===== config.mk =====
export PLATFORM = sky130hd
export DESIGN_NAME = mpd_scale
export DESIGN_NICKNAME = d
export VERILOG_FILES = /design/src/rtl/core/mpd_pkg.sv /design/src/rtl/core/mpd_scale.sv
export SDC_FILE = /design/constraint.sdc
export NUM_CORES = 2
export LEC_CHECK = 0
export ABC_AREA = 1
export BUFFER_PORTS_ARGS = -buffer_cell sky130_fd_sc_hd__buf_2
export CAP_MARGIN = 20
export CORE_AREA = 2 2 315 348
export DETAILED_ROUTE_END_ITERATION = 12
export DIE_AREA = 0 0 317 350
export PLACE_DENSITY_LB_ADDON = 0.08
export SLEW_MARGIN = 20
export SYNTH_ARGS = -nofsm -noshare
export SYNTH_HDL_FRONTEND = slang
export SYNTH_SLANG_ARGS = --single-unit

===== constraint.sdc =====
create_clock -name clk_i -period 3.1 [get_ports clk_i]
set_input_delay 0.775 -clock clk_i [delete_from_list [all_inputs] [get_ports clk_i]]
set_output_delay 0.775 -clock clk_i [all_outputs]
set_load 0.03 [all_outputs]

===== src/rtl/core/mpd_pkg.sv =====
// Constants, widths and the arctangent table for the meters-per-degree pipeline.
package mpd_pkg;

  localparam int unsigned OUT_FRAC_BITS = 8;
  localparam int unsigned LAT_W         = 31;
  localparam int unsigned OUT_W         = 25;
  localparam int unsigned CORDIC_STEPS  = 31;
  localparam int unsigned XY_W          = 34;
  localparam int unsigned Z_W           = 33;
  localparam int unsigned OUT_SHIFT     = 46 - OUT_FRAC_BITS;

  localparam logic signed [LAT_W-1:0] LAT_LIMIT = 31'sd900000000;
  localparam logic [31:0] DEG7_TO_RAD      = 32'd4024455254;
  localparam logic [29:0] CORDIC_GAIN      = 30'd652032874;
  localparam logic [22:0] E2_Q30           = 23'd7188041;
  localparam logic [29:0] ONE_MINUS_E2_Q30 = 30'd1066553783;
  localparam logic [32:0] AR_Q16           = 33'd7295437580;
  localparam logic [OUT_W-1:0] OUT_MAX     = '1;

  typedef logic [31:0] quot_t;

  function automatic logic [29:0] atan_q30(input logic [4:0] idx);
    logic [29:0] v;
    case (idx)
      5'd0:  v = 30'd843314856;
      5'd1:  v = 30'd497837829;
      5'd2:  v = 30'd263043836;
      5'd3:  v = 30'd133525158;
      5'd4:  v = 30'd67021686;
      5'd5:  v = 30'd33543515;
      5'd6:  v = 30'd16775850;
      5'd7:  v = 30'd8388437;
      5'd8:  v = 30'd4194282;
      5'd9:  v = 30'd2097149;
      5'd10: v = 30'd1048575;
      5'd11: v = 30'd524287;
      5'd12: v = 30'd262143;
      5'd13: v = 30'd131071;
      5'd14: v = 30'd65535;
      5'd15: v = 30'd32767;
      5'd16: v = 30'd16383;
      5'd17: v = 30'd8191;
      5'd18: v = 30'd4095;
      5'd19: v = 30'd2047;
      5'd20: v = 30'd1023;
      5'd21: v = 30'd511;
      5'd22: v = 30'd255;
      5'd23: v = 30'd127;
      5'd24: v = 30'd63;
      5'd25: v = 30'd31;
      5'd26: v = 30'd15;
      5'd27: v = 30'd8;
      5'd28: v = 30'd4;
      5'd29: v = 30'd2;
      5'd30: v = 30'd1;
      default: v = '0;
    endcase
    return v;
  endfunction

endpackage


===== src/rtl/core/mpd_scale.sv =====
// Scale both quotients by a*pi/180, round to nearest and saturate.
module mpd_scale (
  input  logic                         clk_i,
  input  logic                         rst_ni,
  input  logic                         adv_i,
  input  logic                         vld_i,
  input  mpd_pkg::quot_t               ql_i,
  input  mpd_pkg::quot_t               qm_i,
  output logic                         vld_o,
  output logic [mpd_pkg::OUT_W-1:0]    lat_o,
  output logic [mpd_pkg::OUT_W-1:0]    lon_o
);

  localparam int unsigned SH = mpd_pkg::OUT_SHIFT;
  localparam int unsigned RW = 66 - SH;

  logic        a_vld_q, b_vld_q, c_vld_q;
  logic [48:0] a_mlo_q, a_mhi_q, a_llo_q, a_lhi_q;
  logic [65:0] sm_d, sl_d, b_sm_q, b_sl_q;
  logic [RW-1:0] rm, rl;
  logic [mpd_pkg::OUT_W-1:0] c_lat_q, c_lon_q;

  always_comb begin
    sm_d = (66'(a_mhi_q) << 16) + 66'(a_mlo_q) + (66'(1) << (SH - 1));
    sl_d = (66'(a_lhi_q) << 16) + 66'(a_llo_q) + (66'(1) << (SH - 1));
    rm   = RW'(b_sm_q >> SH);
    rl   = RW'(b_sl_q >> SH);
  end

  always_ff @(posedge clk_i or negedge rst_ni) begin
    if (!rst_ni) begin
      a_vld_q <= 1'b0;
      b_vld_q <= 1'b0;
      c_vld_q <= 1'b0;
    end else if (adv_i) begin
      a_vld_q <= vld_i;
      b_vld_q <= a_vld_q;
      c_vld_q <= b_vld_q;
    end
  end

  always_ff @(posedge clk_i) begin
    if (adv_i) begin
      a_mlo_q <= 49'(mpd_pkg::AR_Q16) * 49'(qm_i[15:0]);
      a_mhi_q <= 49'(mpd_pkg::AR_Q16) * 49'(qm_i[31:16]);
      a_llo_q <= 49'(mpd_pkg::AR_Q16) * 49'(ql_i[15:0]);
      a_lhi_q <= 49'(mpd_pkg::AR_Q16) * 49'(ql_i[31:16]);
      b_sm_q  <= sm_d;
      b_sl_q  <= sl_d;
      c_lat_q <= (rm > RW'(mpd_pkg::OUT_MAX)) ? mpd_pkg::OUT_MAX : mpd_pkg::OUT_W'(rm);
      c_lon_q <= (rl > RW'(mpd_pkg::OUT_MAX)) ? mpd_pkg::OUT_MAX : mpd_pkg::OUT_W'(rl);
    end
  end

  assign vld_o = c_vld_q;
  assign lat_o = c_lat_q;
  assign lon_o = c_lon_q;

endmodule


---- Word level (Yosys, flattened, before mapping) ----
Index checks and enable logic that the tools add are counted.
storage, ports and cells
  register bits ........................... 373
  input bits .............................. 68
  output and inout port bits .............. 51
  logic and storage cells ................. 21
cells by class
  $add $sub $neg .......................... 4
  $mul .................................... 4
  magnitude comparators ................... 2
operators with widths
  cell                    number
  $mul 31x16->47 const A  4
  $add 65x49->66          2
  $add 66x38->66 const B  2
  $gt 28x25->1 const B    2

---- Depth between registers and ports, before layout ----
  word-level depth ........................ 2
  gate-level depth with buffers ........... 25
  mapped depth without buffers ............ 25

---- Worst setup path after synthesis ----
Ideal clock, no wire load.
  path type ............................... input -> register
  start point ............................. in qm_i[13]
  end point ............................... reg a_mlo_q[42] (data pin)
  setup time .............................. 0.252 ns
  arrival time ............................ 5.154 ns
  required time ........................... 2.848 ns
  path slack .............................. -2.306 ns
  cell stages on the path ................. 21
  path buffers ............................ 0
  path through ............................ fa_1 > inv_1 > fa_1 > inv_1 > fa_1 > fa_1 > inv_1 > fa_1 > fa_1 > inv_1 > ha_1 > nand2_1 > inv_1 > nand2_1 > inv_1 > a21oi_1 > nor2_1 > nor2_1 > nand2_1 > nand2_1 > nand2_1
on the way
  cells in the longest elaborated chain, start to end .. 1
ends and longest elaborated chain
  what                  line             source
  start, declared       mpd_scale.sv:8   input mpd_pkg::quot_t qm_i,
  $mul 31x16->47        mpd_scale.sv:44  a_mlo_q <= 49'(mpd_pkg::AR_Q16) * 49'(qm_i[15:0]);
  end signal, assigned  mpd_scale.sv:44
  end, declared         mpd_scale.sv:18  logic [48:0] a_mlo_q, a_mhi_q, a_llo_q, a_lhi_q;
Every way passes these cells.
A chain may end at the register's enable or synchronous reset.

---- Worst setup path in the final report ----
  start point ............................. in ql_i[15]
  end point ............................... reg a_llo_q[48] (data pin)
on the way
  cells in the longest elaborated chain, start to end .. 1
ends and longest elaborated chain
  what                  line             source
  start, declared       mpd_scale.sv:7   input mpd_pkg::quot_t ql_i,
  $mul 31x16->47        mpd_scale.sv:46  a_llo_q <= 49'(mpd_pkg::AR_Q16) * 49'(ql_i[15:0]);
  end signal, assigned  mpd_scale.sv:46
  end, declared         mpd_scale.sv:18
Every way passes these cells.

==> impl_metrics.tcl <==
set metrics [dict create \
    status "complete, but fails checks" \
    violations "negative setup slack" \
    ant_nets 0 \
    wire_per_inst_um 19.8 \
    fin_skew_ps 24.3 \
    antenna_found_initial 3 \
    setup_viol 140 \
    syn-cell-area_um2 53200 \
    grt_usage 0.342 \
    slew_headroom 0.532 \
    final_nets 9645 \
    cp_max_fo 3 \
    ys_seq_elements 265 \
    reg2reg_slack_ps 160 \
    drt_pass1_iterations 6 \
    synth_fp_nets 8473 \
    grt_first_pass_wirelength_um 287000 \
    reg2reg_to "b_sl_q[54]$_DFFE_PP_" \
    ys.flop_type "edfxtp_1" \
    fill_cells 8496 \
    die_w_um 317 \
    cts_tree "built" \
    grt_max_degree 67 \
    timing.final.crit_share 1.62 \
    critPathLaunchType "primary input" \
    tightest_slew_ps 697 \
    dpl.hpwl_um 163000 \
    cap_violations 0 \
    drive_above_1_share 0.353 \
    clk_path_buf_depth 3 \
    rows 126 \
    final_hold_viol_count 0 \
    clkSinkCount 265 \
    dieHeight_um 350 \
    wl_um 188000 \
    max_freq_mhz 199 \
    core_um2 107000 \
    cp.arrival_ps 5380 \
    postSynthCellCount 6898 \
    drt_iter0_drc 2480 \
    synth_area_leader_cell "fa_1" \
    synth_edf_count 262 \
    cts_root_buf "clkbuf_16" \
    crit_path_end_kind "flip-flop" \
    cts_buffers 31 \
    dpl_worst_slack_ps -2840 \
    synth_common_cells "2005 x inv_1, 1806 x nand2_1, 815 x ha_1" \
    vias_per_cell 5.03 \
    ys_warn_count 0 \
    synth.distinct_cells 45 \
    reg2reg_from "a_llo_q[36]$_DFFE_PP_" \
    ff2ff_path_depth 11 \
    io_buffer_count 118 \
    startpoint "ql_i[15]" \
    endpoint "a_llo_q[48]$_DFFE_PP_" \
    htree_levels 1 \
    vias 47800 \
    start_util 0.497 \
    whs_path_depth 3 \
    yosysMostFrequentCell "inv_1" \
    drc 0 \
    ys_seq_area_frac 0.149 \
    synth-async-reset-ratio 0.0113 \
    hold_path_class "in2reg" \
    ios 119 \
    rsz0062_at_grt "true" \
    crit_type "in2reg" \
    gr-total-overflow 0 \
    area_growth_pct 39.8 \
    synth.avg_cell_area_um2 7.72 \
    clkLatencyLatePin_ps 630 \
    final.min_clock_period_ps 5010 \
    die_area_um2 111000 \
    synth.top_cell.area_share 0.260 \
    crit_required_ps 3460 \
    slew_violations 0 \
    clk_pin_slew_worst_paths_ps 60 \
    setup_ws_ps -1910 \
    place.gp.congestion 1.00 \
    hold_start "vld_i" \
    grt_pass1_vias 50700 \
    synth_area_leaders "fa_1 26%, ha_1 19%, edfxtp_1 15%, inv_1 14%, nand2_1 13%" \
]
-- state kept, by name (all words and copies together), names as in the netlist --
| name | count |
|---|---|
| a_lhi_q | 47 |
| a_llo_q | 31 |
| a_mhi_q | 47 |
| a_mlo_q | 31 |
| a_vld_q | 1 |
| b_sl_q | 28 |
| b_sm_q | 28 |
| b_vld_q | 1 |
| lat_o | 25 |
| lon_o | 25 |
| vld_o | 1 |
-- cells in the final DEF, fill, tap and decap left out, types with 46 or more instances in the layout --
cell,Yosys,layout
o21ai_0,55,46
buf_6,1,175
nor2_1,460,286
a21oi_2,2,50
edfxtp_1,262,262
ha_4,0,209
nand2_2,28,335
fa_1,692,617
a21oi_4,0,57
xor2_1,79,50
buf_12,0,52
nor2_4,2,137
buf_2,0,62
nand3_1,219,150
a21oi_1,178,73
fa_2,0,75
inv_2,9,274
buf_4,0,841
ha_1,815,588
nand3_2,8,54
nand4_1,67,67
inv_1,2005,1684
nor2_2,36,75
nand2_4,1,182
nand2_1,1806,1308
-- final cells by class --
class,count,area (um2),area share
Multi-Input combinational cell,4613,46100,0.620
Timing Repair Buffer,1145,9830,0.132
Sequential cell,265,7940,0.107
Inverter,2014,7740,0.104
Tap cell,1408,1760,0.0237
Clock buffer,40,840,0.0113
Clock inverter,18,180,0.00242
Antenna cell,1,2.50,0.0000336
-- worst max-delay path: stages --
cell     delay, ps
buf_8          110
fa_1           580
fa_1           480
fa_1           500
fa_1           500
inv_1           50
fa_1           460
fa_1           560
inv_2           60
ha_4           300
buf_12         110
nand2_8         60
nor2_4         160
inv_2           80
nor2_2         100
nand2_1         80
nor2_1         100
nand2_1        120
nand4_1        140
nand2_1         60
-- stage by stage --
step | hold slack [ps] | instances | cell area (um2) | util | TNS (ps)
finish | 388 | 9504 | 74400 | 0.695 | -225850
global route | 401 | 9503 | 74400 | 0.695 | -241280
CTS | 367 | 9446 | 71700 | 0.670 | -218020
detailed placement | 490 | 9289 | 65400 | 0.611 | -341380
global placement | 483 | 9289 | 65400 | 0.611 | -337310
floorplan | 478 | 6898 | 56300 | - | -242260
-- layer usage --
metal / wire, um / track usage
met3: 9590 / 0.0466
met5: 28 / 0
met4: 12300 / 0.173
met1: 75000 / 0.411
met2: 91100 / 0.596
-- kinds of logic after synthesis --
| family | share of synthesized area |
|---|---|
| xor gates and xnor gates | 0.0179 |
| AOI/OAI and AO/OA | 0.0313 |
| adders and majority gates | 0.452 |
| and+or+nand+nor | 0.207 |
| buffers and inverters | 0.143 |
| muxes | 0.000212 |
| DFF | 0.149 |
-- worst min-delay path by stage --
stage	to
2_1_floorplan	a_vld_q$_DFFE_PN0P_
5_1_grt	a_vld_q$_DFFE_PN0P_
6_report	a_vld_q$_DFFE_PN0P_
3_3_place_gp	lon_o[21]$_SDFFCE_PN1P_
3_5_place_dp	lon_o[12]$_SDFFCE_PN1P_
4_1_cts	a_vld_q$_DFFE_PN0P_
-- timing repair --
| action | 4_1_cts | 5_1_grt |
|---|---|---|
| endpoints found under the setup margin | 142 | 142 |
| setup buffers | 111 | 71 |
| gates resized for setup | 1199 | 606 |
| endpoints found under the hold margin | 3 | 0 |
| cloned | 0 | 0 |
| pin swaps | 681 | 519 |
| hold buffers | 1 | 0 |
Power is left out: the tool's default activity adds up to more than one toggle a clock period on the data nets, which glitch-free logic cannot reach.
